`src/cng_pkg.sv`:
```
// Shared constants and types of the character n-gram splitter
`default_nettype none
package cng_pkg;

  localparam int MAX_TOKEN_CHARS_DEF = 10;
  localparam int MAX_DOC_BYTES_DEF   = 65536;

  localparam int LEN_W  = 3;
  localparam int TSZ_W  = 4;
  localparam int OFS_W  = 16;
  localparam int NLEN_W = 7;
  localparam int NLEN_MAX = 127;

  localparam int IN_DATA_W  = 8;
  localparam int OUT_DATA_W = 24;
  localparam int CFG_IDX_W  = 1;
  localparam int CFG_DATA_W = 4;

  localparam logic [CFG_IDX_W-1:0] CFG_TOK_CHARS  = 1'd0;
  localparam logic [CFG_IDX_W-1:0] CFG_EMIT_SHORT = 1'd1;

  localparam logic [TSZ_W-1:0] TOK_CHARS_RST  = 4'd2;
  localparam logic             EMIT_SHORT_RST = 1'b0;

  typedef struct packed {
    logic load;
    logic shift;
  } cell_ctrl_t;

  typedef struct packed {
    logic              doc_done;
    logic              is_short;
    logic [NLEN_W-1:0] ngram_len;
    logic [OFS_W-1:0]  ngram_offset;
  } result_t;

endpackage
`default_nettype wire

```
`src/cng_cell.sv`:
```
// One window cell: holds the byte length of one character
`default_nettype none
module cng_cell (
  input  wire                          clk,
  input  wire                          en,
  input  wire cng_pkg::cell_ctrl_t     ctrl,
  input  wire [cng_pkg::LEN_W-1:0]     new_len,
  input  wire [cng_pkg::LEN_W-1:0]     right_len,
  output logic [cng_pkg::LEN_W-1:0]    len_q
);
  import cng_pkg::*;

  logic [LEN_W-1:0] len_r;
  logic [LEN_W-1:0] len_nxt;

  always_comb begin
    len_nxt = len_r;
    if (ctrl.load) begin
      len_nxt = new_len;
    end else if (ctrl.shift) begin
      len_nxt = right_len;
    end
  end

  always_ff @(posedge clk) begin
    if (en) begin
      len_r <= len_nxt;
    end
  end

  assign len_q = len_r;

endmodule
`default_nettype wire

```
`src/cng_skid.sv`:
```
// Output register with skid stage for result words
`default_nettype none
module cng_skid (
  input  wire                    clk,
  input  wire                    rst_n,
  input  wire                    push,
  input  wire cng_pkg::result_t  push_res,
  output logic                   can_push,
  output logic                   out_valid,
  input  wire                    out_ready,
  output cng_pkg::result_t       out_res
);
  import cng_pkg::*;

  logic    out_valid_r, out_valid_nxt;
  logic    skid_valid_r, skid_valid_nxt;
  result_t out_res_r, out_res_nxt;
  result_t skid_res_r, skid_res_nxt;

  always_comb begin
    out_valid_nxt  = out_valid_r;
    skid_valid_nxt = skid_valid_r;
    out_res_nxt    = out_res_r;
    skid_res_nxt   = skid_res_r;
    if (!out_valid_r || out_ready) begin
      if (skid_valid_r) begin
        out_res_nxt    = skid_res_r;
        out_valid_nxt  = 1'b1;
        skid_valid_nxt = 1'b0;
      end else if (push) begin
        out_res_nxt   = push_res;
        out_valid_nxt = 1'b1;
      end else begin
        out_valid_nxt = 1'b0;
      end
    end else if (push) begin
      skid_res_nxt   = push_res;
      skid_valid_nxt = 1'b1;
    end
  end

  always_ff @(posedge clk) begin
    if (!rst_n) begin
      out_valid_r  <= 1'b0;
      skid_valid_r <= 1'b0;
    end else begin
      out_valid_r  <= out_valid_nxt;
      skid_valid_r <= skid_valid_nxt;
    end
    out_res_r  <= out_res_nxt;
    skid_res_r <= skid_res_nxt;
  end

  assign can_push  = !skid_valid_r;
  assign out_valid = out_valid_r;
  assign out_res   = out_res_r;

endmodule
`default_nettype wire

```
`src/character_ngram_splitter.sv`:
```
// Character n-gram splitter: window of character lengths emitting byte spans
// A result word is registered in the output stage of cng_skid, or in its skid stage while
// out_tready is low, before it appears on out_tvalid. Throughput: one input word per cycle
// while the skid stage is empty; it lets input continue while one result waits on out_tready.
// Reset (rst_n low, synchronous): token size 2, emit_short = 0, window empty.
// Window cells hold no reset; only cells below the count are ever read.
`default_nettype none
module character_ngram_splitter #(
  parameter int MAX_TOKEN_CHARS = cng_pkg::MAX_TOKEN_CHARS_DEF,
  parameter int MAX_DOC_BYTES   = cng_pkg::MAX_DOC_BYTES_DEF
) (
  input  wire                              clk,
  input  wire                              rst_n,
  input  wire                              in_tvalid,
  output logic                             in_tready,
  input  wire [cng_pkg::IN_DATA_W-1:0]     in_tdata,   // [2:0] char_bytes, [7:3] zero
  input  wire                              in_tlast,   // last_char
  output logic                             out_tvalid,
  input  wire                              out_tready,
  output logic [cng_pkg::OUT_DATA_W-1:0]   out_tdata,  // [15:0] ngram_offset, [22:16] ngram_len
  output logic                             out_tuser,  // is_short
  output logic                             out_tlast,  // doc_done
  input  wire                              cfg_valid,
  output logic                             cfg_ready,
  input  wire [cng_pkg::CFG_IDX_W-1:0]     cfg_index,
  input  wire [cng_pkg::CFG_DATA_W-1:0]    cfg_data
);
  import cng_pkg::*;

  localparam int CNT_W   = $clog2(MAX_TOKEN_CHARS + 1);
  localparam int BYT_W   = $clog2(MAX_TOKEN_CHARS * 7 + 1);
  localparam int OFS_CAP = (MAX_DOC_BYTES - 1 > 65535) ? 65535 : MAX_DOC_BYTES - 1;

  logic [TSZ_W-1:0] tok_chars_r;
  logic             emit_short_r;

  logic [CNT_W-1:0] count_r, count_nxt;
  logic [BYT_W-1:0] bytes_r, bytes_nxt;
  logic [OFS_W-1:0] start_r, start_nxt;
  logic             any_r, any_nxt;
  logic             broken_r, broken_nxt;

  logic [LEN_W-1:0] cell_len [MAX_TOKEN_CHARS];
  cell_ctrl_t       cell_ctrl [MAX_TOKEN_CHARS];

  logic             in_fire;
  logic [LEN_W-1:0] clen;
  logic [CNT_W-1:0] tsz;
  logic             append, emit, short_emit;
  logic [CNT_W-1:0] cnt_app;
  logic [BYT_W-1:0] bytes_app;
  logic [LEN_W-1:0] first_len;
  logic [OFS_W:0]   pos;
  logic [NLEN_W-1:0] len_sat;
  logic             push, can_push;
  result_t          push_res, out_res;

  assign cfg_ready = 1'b1;

  always_ff @(posedge clk) begin
    if (!rst_n) begin
      tok_chars_r  <= TOK_CHARS_RST;
      emit_short_r <= EMIT_SHORT_RST;
    end else if (cfg_valid) begin
      unique case (cfg_index)
        CFG_TOK_CHARS:  tok_chars_r  <= cfg_data[TSZ_W-1:0];
        CFG_EMIT_SHORT: emit_short_r <= cfg_data[0];
        default: ;
      endcase
    end
  end

  assign in_tready = can_push;
  assign in_fire   = in_tvalid && can_push;
  assign clen      = in_tdata[LEN_W-1:0];

  always_comb begin
    if (tok_chars_r == '0) begin
      tsz = CNT_W'(1);
    end else if (int'(tok_chars_r) > MAX_TOKEN_CHARS) begin
      tsz = CNT_W'(MAX_TOKEN_CHARS);
    end else begin
      tsz = CNT_W'(tok_chars_r);
    end
  end

  always_comb begin
    append    = !broken_r && (clen != '0) && (int'(count_r) < MAX_TOKEN_CHARS);
    cnt_app   = count_r + CNT_W'(append);
    bytes_app = bytes_r + (append ? BYT_W'(clen) : BYT_W'(0));
    emit      = append && (cnt_app >= tsz);
    first_len = (count_r == '0) ? clen : cell_len[0];
    pos       = {1'b0, start_r} + (OFS_W + 1)'(first_len);
    len_sat   = (32'(bytes_app) > NLEN_MAX) ? NLEN_W'(NLEN_MAX) : NLEN_W'(bytes_app);
    short_emit = in_tlast && !emit && emit_short_r && (cnt_app != '0) && !any_r;
  end

  always_comb begin
    count_nxt  = emit ? count_r : cnt_app;
    bytes_nxt  = emit ? (bytes_app - BYT_W'(first_len)) : bytes_app;
    start_nxt  = start_r;
    if (emit) begin
      start_nxt = (int'(pos) > OFS_CAP) ? OFS_W'(OFS_CAP) : pos[OFS_W-1:0];
    end
    any_nxt    = any_r || emit;
    broken_nxt = broken_r || (clen == '0);
    if (in_tlast) begin
      count_nxt  = '0;
      bytes_nxt  = '0;
      start_nxt  = '0;
      any_nxt    = 1'b0;
      broken_nxt = 1'b0;
    end
  end

  always_ff @(posedge clk) begin
    if (!rst_n) begin
      count_r  <= '0;
      bytes_r  <= '0;
      start_r  <= '0;
      any_r    <= 1'b0;
      broken_r <= 1'b0;
    end else if (in_fire) begin
      count_r  <= count_nxt;
      bytes_r  <= bytes_nxt;
      start_r  <= start_nxt;
      any_r    <= any_nxt;
      broken_r <= broken_nxt;
    end
  end

  // new length lands at count, or one below when the window drops its head
  for (genvar i = 0; i < MAX_TOKEN_CHARS; i++) begin : g_cell
    logic [LEN_W-1:0] right_len;
    if (i == MAX_TOKEN_CHARS - 1) begin : g_end
      assign right_len = '0;
    end else begin : g_mid
      assign right_len = cell_len[i+1];
    end

    always_comb begin
      cell_ctrl[i].shift = emit;
      cell_ctrl[i].load  = append &&
                           ((emit && (count_r != '0) && (count_r - CNT_W'(1) == CNT_W'(i))) ||
                            (!emit && (count_r == CNT_W'(i))));
    end

    cng_cell u_cell (
      .clk       (clk),
      .en        (in_fire),
      .ctrl      (cell_ctrl[i]),
      .new_len   (clen),
      .right_len (right_len),
      .len_q     (cell_len[i])
    );
  end

  assign push = in_fire && (emit || short_emit);

  always_comb begin
    push_res.ngram_offset = start_r;
    push_res.ngram_len    = len_sat;
    push_res.is_short     = short_emit;
    push_res.doc_done     = in_tlast;
  end

  cng_skid u_skid (
    .clk       (clk),
    .rst_n     (rst_n),
    .push      (push),
    .push_res  (push_res),
    .can_push  (can_push),
    .out_valid (out_tvalid),
    .out_ready (out_tready),
    .out_res   (out_res)
  );

  assign out_tdata = {{(OUT_DATA_W - OFS_W - NLEN_W){1'b0}}, out_res.ngram_len,
                      out_res.ngram_offset};
  assign out_tuser = out_res.is_short;
  assign out_tlast = out_res.doc_done;

endmodule
`default_nettype wire

```
`config.mk`:
```
export PLATFORM = sky130hd
export DESIGN_NAME = character_ngram_splitter
export DESIGN_NICKNAME = d
export VERILOG_FILES = /design/src/cng_pkg.sv /design/src/cng_cell.sv /design/src/cng_skid.sv /design/src/character_ngram_splitter.sv
export SDC_FILE = /design/constraint.sdc
export NUM_CORES = 1
export LEC_CHECK = 0
export BUFFER_PORTS_ARGS = -buffer_cell sky130_fd_sc_hd__buf_2
export CORE_MARGIN = 5
export CORE_UTILIZATION = 35
export DETAILED_ROUTE_END_ITERATION = 10
export PLACE_DENSITY_LB_ADDON = 0.15
export SYNTH_ARGS = -nofsm -noshare
export SYNTH_HDL_FRONTEND = slang
export SYNTH_SLANG_ARGS = --single-unit
```
`constraint.sdc`:
```
create_clock -name clk -period 6.75 [get_ports clk]
set_clock_uncertainty 0.2 [all_clocks]
set_input_delay 2.025 -clock clk [delete_from_list [all_inputs] [get_ports clk]]
set_output_delay 2.025 -clock clk [all_outputs]
set_load 0.02 [all_outputs]
```
* After elaboration in Yosys (flattened, before gate mapping)
Index checks and enable logic that the tools add are counted.
** Word-level totals
- Input port bits :: 19
- Register bits :: 116
** Cells by class
- Equality and inequality tests :: 19
- $lt $le $gt $ge :: 4
- Reductions and logical operators :: 95
- Muxes and demuxes :: 37
- $add $sub $neg :: 5
- Bitwise gates (word level) :: 3
** Operators with widths (number)
- 2-to-1 mux 3 bit :: 22
- 2-to-1 mux 25 bit :: 2
- 2-to-1 mux 16 bit :: 3
- logical AND 1 bit :: 40
- == test 4 x 3 -> 1 bit, second input constant :: 8
- AND reduction 2 bit :: 16
- nonzero test 2 bit :: 12
- adder 16 x 3 -> 17 bit :: 1
- > comparator 17 x 16 -> 1 bit, second input constant :: 1
- == test 4 x 2 -> 1 bit, second input constant :: 4
- == test 4 bit, second input constant :: 4
- 2-to-1 mux 4 bit :: 4
- logical OR 1 bit :: 14
- 2-to-1 mux 7 bit :: 2
- zero test 4 bit :: 3
- == test 4 x 1 -> 1 bit, second input constant :: 2
- nonzero test 4 bit :: 2
- adder 7 x 3 -> 7 bit :: 1
- subtractor 7 x 3 -> 7 bit :: 1
- zero test 1 bit :: 5
- adder 4 x 1 -> 4 bit :: 1
- greater-or-equal comparator 4 bit :: 1
- > comparator 4 bit, second input constant :: 1
- < comparator 4 bit, second input constant :: 1
- 7 further kinds :: 12

* Depth between registers and ports, before layout
- Depth in word-level cells :: 15
- Gate-level depth with buffers :: 15

* Hierarchy
Synthesis repeated with hierarchy kept, for this count alone.
** Unflattened totals
- Cell total of the unflattened synthesis :: 481
- Area total of the unflattened synthesis :: 5815.6 um^2
** Modules (own cells, without submodules)
- character_ngram_splitter :: area each 2518.7 um^2, times used 1, cells an instance 324
- cng_skid :: area each 1983.2 um^2, times used 1, cells an instance 87
- cng_cell :: area each 131.4 um^2, times used 10, cells an instance 7

* Worst setup path after synthesis
OpenSTA, ideal clock, no wires.
- Path type :: in2reg
- From :: input in_tdata[0] (netlist bit)
- To :: register u_skid.skid_res_r[0] (netlist bit) (enable)
- Stages :: 10
- Library setup time :: 0.444 ns
- Arrival :: 6.219 ns
- Required time :: 6.106 ns
- Buffers on the path :: 0
- Slack :: -0.112 ns
- Cell sequence :: or3_1 -> nand3_1 -> inv_1 -> ha_1 -> ha_1 -> ha_1 -> a211oi_1 -> o31a_2 -> o21ai_0 -> nor3b_1
** On the way
- Word-level cells in the longest chain between the ends :: 14
** RTL lines
- start, declared :: line character_ngram_splitter.sv:16 : input wire [cng_pkg::IN_DATA_W-1:0] in_tdata,
- nonzero test 3 bit * :: line character_ngram_splitter.sv:88 : append = !broken_r && (clen != '0) && (int'(count_r) < MAX_TOKEN_CHARS);
- logical AND 1 bit * (2 in a row) :: line character_ngram_splitter.sv:88
- adder 4 x 1 -> 4 bit :: line character_ngram_splitter.sv:89 : cnt_app = count_r + CNT_W'(append);
- greater-or-equal comparator 4 bit :: line character_ngram_splitter.sv:91 : emit = append && (cnt_app >= tsz);
- logical AND 1 bit :: line character_ngram_splitter.sv:91
- zero test 1 bit :: line character_ngram_splitter.sv:95 : short_emit = in_tlast && !emit && emit_short_r && (cnt_app != '0) && !any_r;
- logical AND 1 bit (4 in a row) :: line character_ngram_splitter.sv:95
- logical OR 1 bit * :: line character_ngram_splitter.sv:158 : assign push = in_fire && (emit || short_emit);
- logical AND 1 bit * :: line character_ngram_splitter.sv:158
- AND reduction 2 bit (no source line) *
- end signal, assigned :: line cng_skid.sv:51 : skid_res_r <= skid_res_nxt;
- end, declared :: line cng_skid.sv:18 : result_t skid_res_r, skid_res_nxt;
Every way passes the cells marked *; elsewhere a longest branch is shown, timed or not.
A chain may end at the register's enable or synchronous reset.

* Worst setup path after layout
- From :: input in_tdata[0] (netlist bit)
- To :: register g_cell[3].u_cell.len_r[0], data pin
** On the way
- Word-level cells in the longest chain between the ends :: 11
** RTL lines
- nonzero test 3 bit :: line character_ngram_splitter.sv:88
- logical AND 1 bit (2 in a row) :: line character_ngram_splitter.sv:88
- adder 4 x 1 -> 4 bit :: line character_ngram_splitter.sv:89
- greater-or-equal comparator 4 bit :: line character_ngram_splitter.sv:91
- logical AND 1 bit :: line character_ngram_splitter.sv:91
- logical AND 1 bit / zero test 1 bit (equally long branches) :: line character_ngram_splitter.sv:144, character_ngram_splitter.sv:145
- logical AND 1 bit, on equally long branches :: line character_ngram_splitter.sv:144, character_ngram_splitter.sv:145
- logical OR 1 bit :: line character_ngram_splitter.sv:144 : ((emit && (count_r != '0) && (count_r - CNT_W'(1) == CNT_W'(i))) ||
- logical AND 1 bit :: line character_ngram_splitter.sv:143 : cell_ctrl[i].load = append &&
- 2-to-1 mux 3 bit * :: line cng_cell.sv:18 : if (ctrl.load) begin
- net g_cell[3].u_cell.len_nxt[0] :: line cng_cell.sv:14 : logic [LEN_W-1:0] len_nxt;
- end signal, assigned :: line cng_cell.sv:27 : len_r <= len_nxt;
- end, declared :: line cng_cell.sv:13 : logic [LEN_W-1:0] len_r;
Mark *: on every way through the listed nets, which the timed path passes. The rest lies on a longest branch.

==> reports/results.tsv <==
stage	metric	value	unit
cells_and_area	Filler cells	1681	
cells_and_area	share of layout cells above drive strength 1	0.240	
drt	post-DR vias/cell	5.46	
global_routing	vias in the first global route	4487	
drt	WL final	14400	microns
synthesis	most frequent cells after synthesis	80 x edfxtp_1, 44 x a21oi_1, 43 x nand2_1, 42 x mux2_2, 36 x dfxtp_1	
critical_path	crit path max fanout	18	
min_path	hold crit path type	register to register	
sta	hold violation total from the final report	0	
synthesis	sequential area share after synthesis	0.512	
global_routing	first-pass GRT wire length	23400	microns
cells_and_area	Antenna Cells	0	
clocking	Clock Path Buffers	2	
synthesis	Synth Warn #	0	
synthesis	Synth area leader	edfxtp_1	
cells_and_area	Net count, final	635	
floorplanning	die width	142	microns
pwr	maximum VDD drop	0.174	mV
sta	Rel. slew slack	0.364	
outcome	status	finished clean	
floorplanning	total core area	17200	sq um
critical_path	reg2reg start	count_r[1]	
clocking	Num CTS Buffers	17	
clocking	PostCTS Resize Cnt	0	
sta	final max-slew violation count	0	
critical_path	CP Data Required Time	6.71	ns
global_routing	initial antenna violation count	0	
min_path	hold path start	bytes_r[0]	
floorplanning	Initial Utilization	0.355	
cells_and_area	Multi-input gate area	2760	sq um
drt	antenna viol nets, final	0	
clocking	Reg clk slew, reported paths	0.05	ns
drt	Iter 0 DRT Violations	424	
sta	Setup-failing EPs final	0	
drt	Pre-Repair DR Iteration Count	5	
place	DP Area	6550	sq um
synthesis	Synth Instances	559	
global_routing	GRT Resource Usage Total	0.148	
pwr	Pleak	2.63	nW
cells_and_area	FF/Latch Area	3120	sq um
floorplanning	die height	142	microns
floorplanning	I/O pin total	48	
drt	via count	4573	
clocking	CTS H-Tree Depth	4	
sta	f_max	173	MHz
pwr	Power Dens Cells	269	nW/um^2
floorplanning	die footprint	20200	sq um
sta	crit path time final	5.78	ns
synthesis	top cell type's share of synthesized area	0.394	
drt	# DRC	0	
pwr	power after layout	0.00193	W
cells_and_area	P&R area growth vs syn	17.3	%
clocking	clock root cell	clkbuf_16	
synthesis	most frequent cell after synthesis	edfxtp_1	
synthesis	Mapped Nets	594	
clocking	clock sinks	116	
clocking	TritonCTS clock tree	built	
critical_path	CP endpoint kind	register	
synthesis	Yosys cell types	72	
synthesis	ys flop type	edfxtp_1	
critical_path	Arr. time, crit path	5.74	ns
clocking	worst skew pair latency	0.42	ns
clocking	setup repair bufs after CTS	0	
global_routing	largest net degree at the start of global routing	33	
synthesis	Avg Inst Size Synth	10.9	sq um
sta	Worst Tran Pin Value	0.946	ns
critical_path	Crit Path Category	input pin to register	
critical_path	crit path from	in_tdata[0]	
place	GPL Wtd Cong	0.846	
sta	RSZ-0062 raised after global routing	no	
sta	total negative slack	0	ns
clocking	Post-CTS Hold Buffers	0	
global_routing	Congestion Overflow GR	0	
synthesis	Post-synth EDFFs	80	
cells_and_area	post-route cell area	7160	sq um
synthesis	number of synthesized register bits	116	
synthesis	Synth area leaders	edfxtp_1 39%, dfxtp_1 12%, mux2_2 7.8%, a21oi_1 3.6%, ha_1 2.7%	
synthesis	Post-Syn Area	6100	sq um
floorplanning	# rows	48	
run	Max Cap Violations	0	
place	DP HPWL	9790	microns
synthesis	asr flop ratio synth	0	
sta	fin crit share	0.856	
critical_path	Worst Setup Start Kind	input pin	
place	PortBufs	40	
drt	WL/cell	17.1	microns
critical_path	R2R Setup Slk	2.00	ns
final timing paths:
check	to	cells after the start
worst max-delay path	g_cell[3].u_cell.len_q[0]	12
worst min-delay path	bytes_r[0]	2
worst max register to register	g_cell[3].u_cell.len_q[0]	11
worst min register to register	bytes_r[0]	2
cell type report:
cell class	instances	share of cell area
flip-flops and latches	116	0.436
multi-input cells	391	0.386
clock buffers	20	0.0638
repair buffers	54	0.0427
well taps	225	0.0393
clock inverters	12	0.0213
inverters	20	0.0105
kinds of logic (layout without fill, tap and decap cells):
kind of cell | after synthesis | count (layout) | synth area share
fa+ha+maj | 17 | 17 | 0.0381
other cells | 2 | 2 | 0.00123
xor+xnor | 10 | 10 | 0.0174
compound gates | 150 | 150 | 0.168
buf+inv | 52 | 106 | 0.0377
simple gates | 164 | 164 | 0.138
mux | 48 | 48 | 0.0880
flops | 116 | 116 | 0.512
sequential cells by signal (all words and copies together), names as in the netlist:
| register | count |
|---|---|
| bytes_r | 7 |
| tok_chars_r | 4 |
| g_cell.u_cell.len_q | 30 |
| u_skid.out_res | 25 |
| broken_r | 1 |
| emit_short_r | 1 |
| any_r | 1 |
| u_skid.out_valid | 1 |
| u_skid.skid_valid_r | 1 |
| u_skid.skid_res_r | 25 |
| start_r | 16 |
| count_r | 4 |
cell usage in the layout (no fill, tap or decap), types with 4 or more instances in the layout:
| cell | count |
|---|---|
| ha_1 | 13 |
| nor3_1 | 12 |
| a21oi_1 | 43 |
| a21o_1 | 6 |
| nor2_1 | 34 |
| inv_1 | 19 |
| o21ai_0 | 27 |
| nor2b_1 | 4 |
| o211ai_1 | 11 |
| nand2_1 | 43 |
| buf_4 | 14 |
| nand4_1 | 5 |
| clkbuf_16 | 17 |
| edfxtp_1 | 80 |
| a31oi_1 | 6 |
| xnor2_1 | 6 |
| nand3_1 | 21 |
| a211oi_1 | 4 |
| buf_2 | 40 |
| mux2_2 | 42 |
| o21a_1 | 10 |
| nand2b_1 | 7 |
| mux2i_1 | 5 |
| or3_1 | 5 |
| dfxtp_1 | 36 |
| and3_1 | 10 |
worst max-delay path, cell delays in order:
cell,delay (ns)
buf_2,0.10
or3_1,0.40
nand3_1,0.25
inv_1,0.20
ha_1,0.25
ha_1,0.33
ha_1,0.36
a211oi_1,0.13
o31a_2,0.48
nor2_4,0.46
mux2i_2,0.37
mux2_2,0.37
layer usage:
layer | vias to the layer above | share of wire | GRT usage
met5 | - | 0 | 0
met1 | 2204 | 0.47 | 0.202
met4 | 0 | 0.013 | 0.0606
li1 | 2210 | - | -
met2 | 137 | 0.46 | 0.229
met3 | 22 | 0.054 | 0.0326
through the flow:
stage	worst slack (ns)	hold slack, ns	instances	utilization
6_report	0.972	0.260	838	0.417
5_1_grt	0.790	0.302	838	0.417
4_1_cts	0.960	0.266	838	0.417
3_5_place_dp	0.536	0.257	806	0.381
3_3_place_gp	0.579	0.249	806	0.381
2_1_floorplan	0.458	0.236	559	-
report_power, final:
part	switching [W]	internal (W)	leakage [nW]
Combinational	0.000137	0.0000737	1.30
Clock	0.000322	0.000600	0.302
Sequential	0.0000122	0.000784	1.03
No activity file was read; power rests on OpenSTA's default activity.
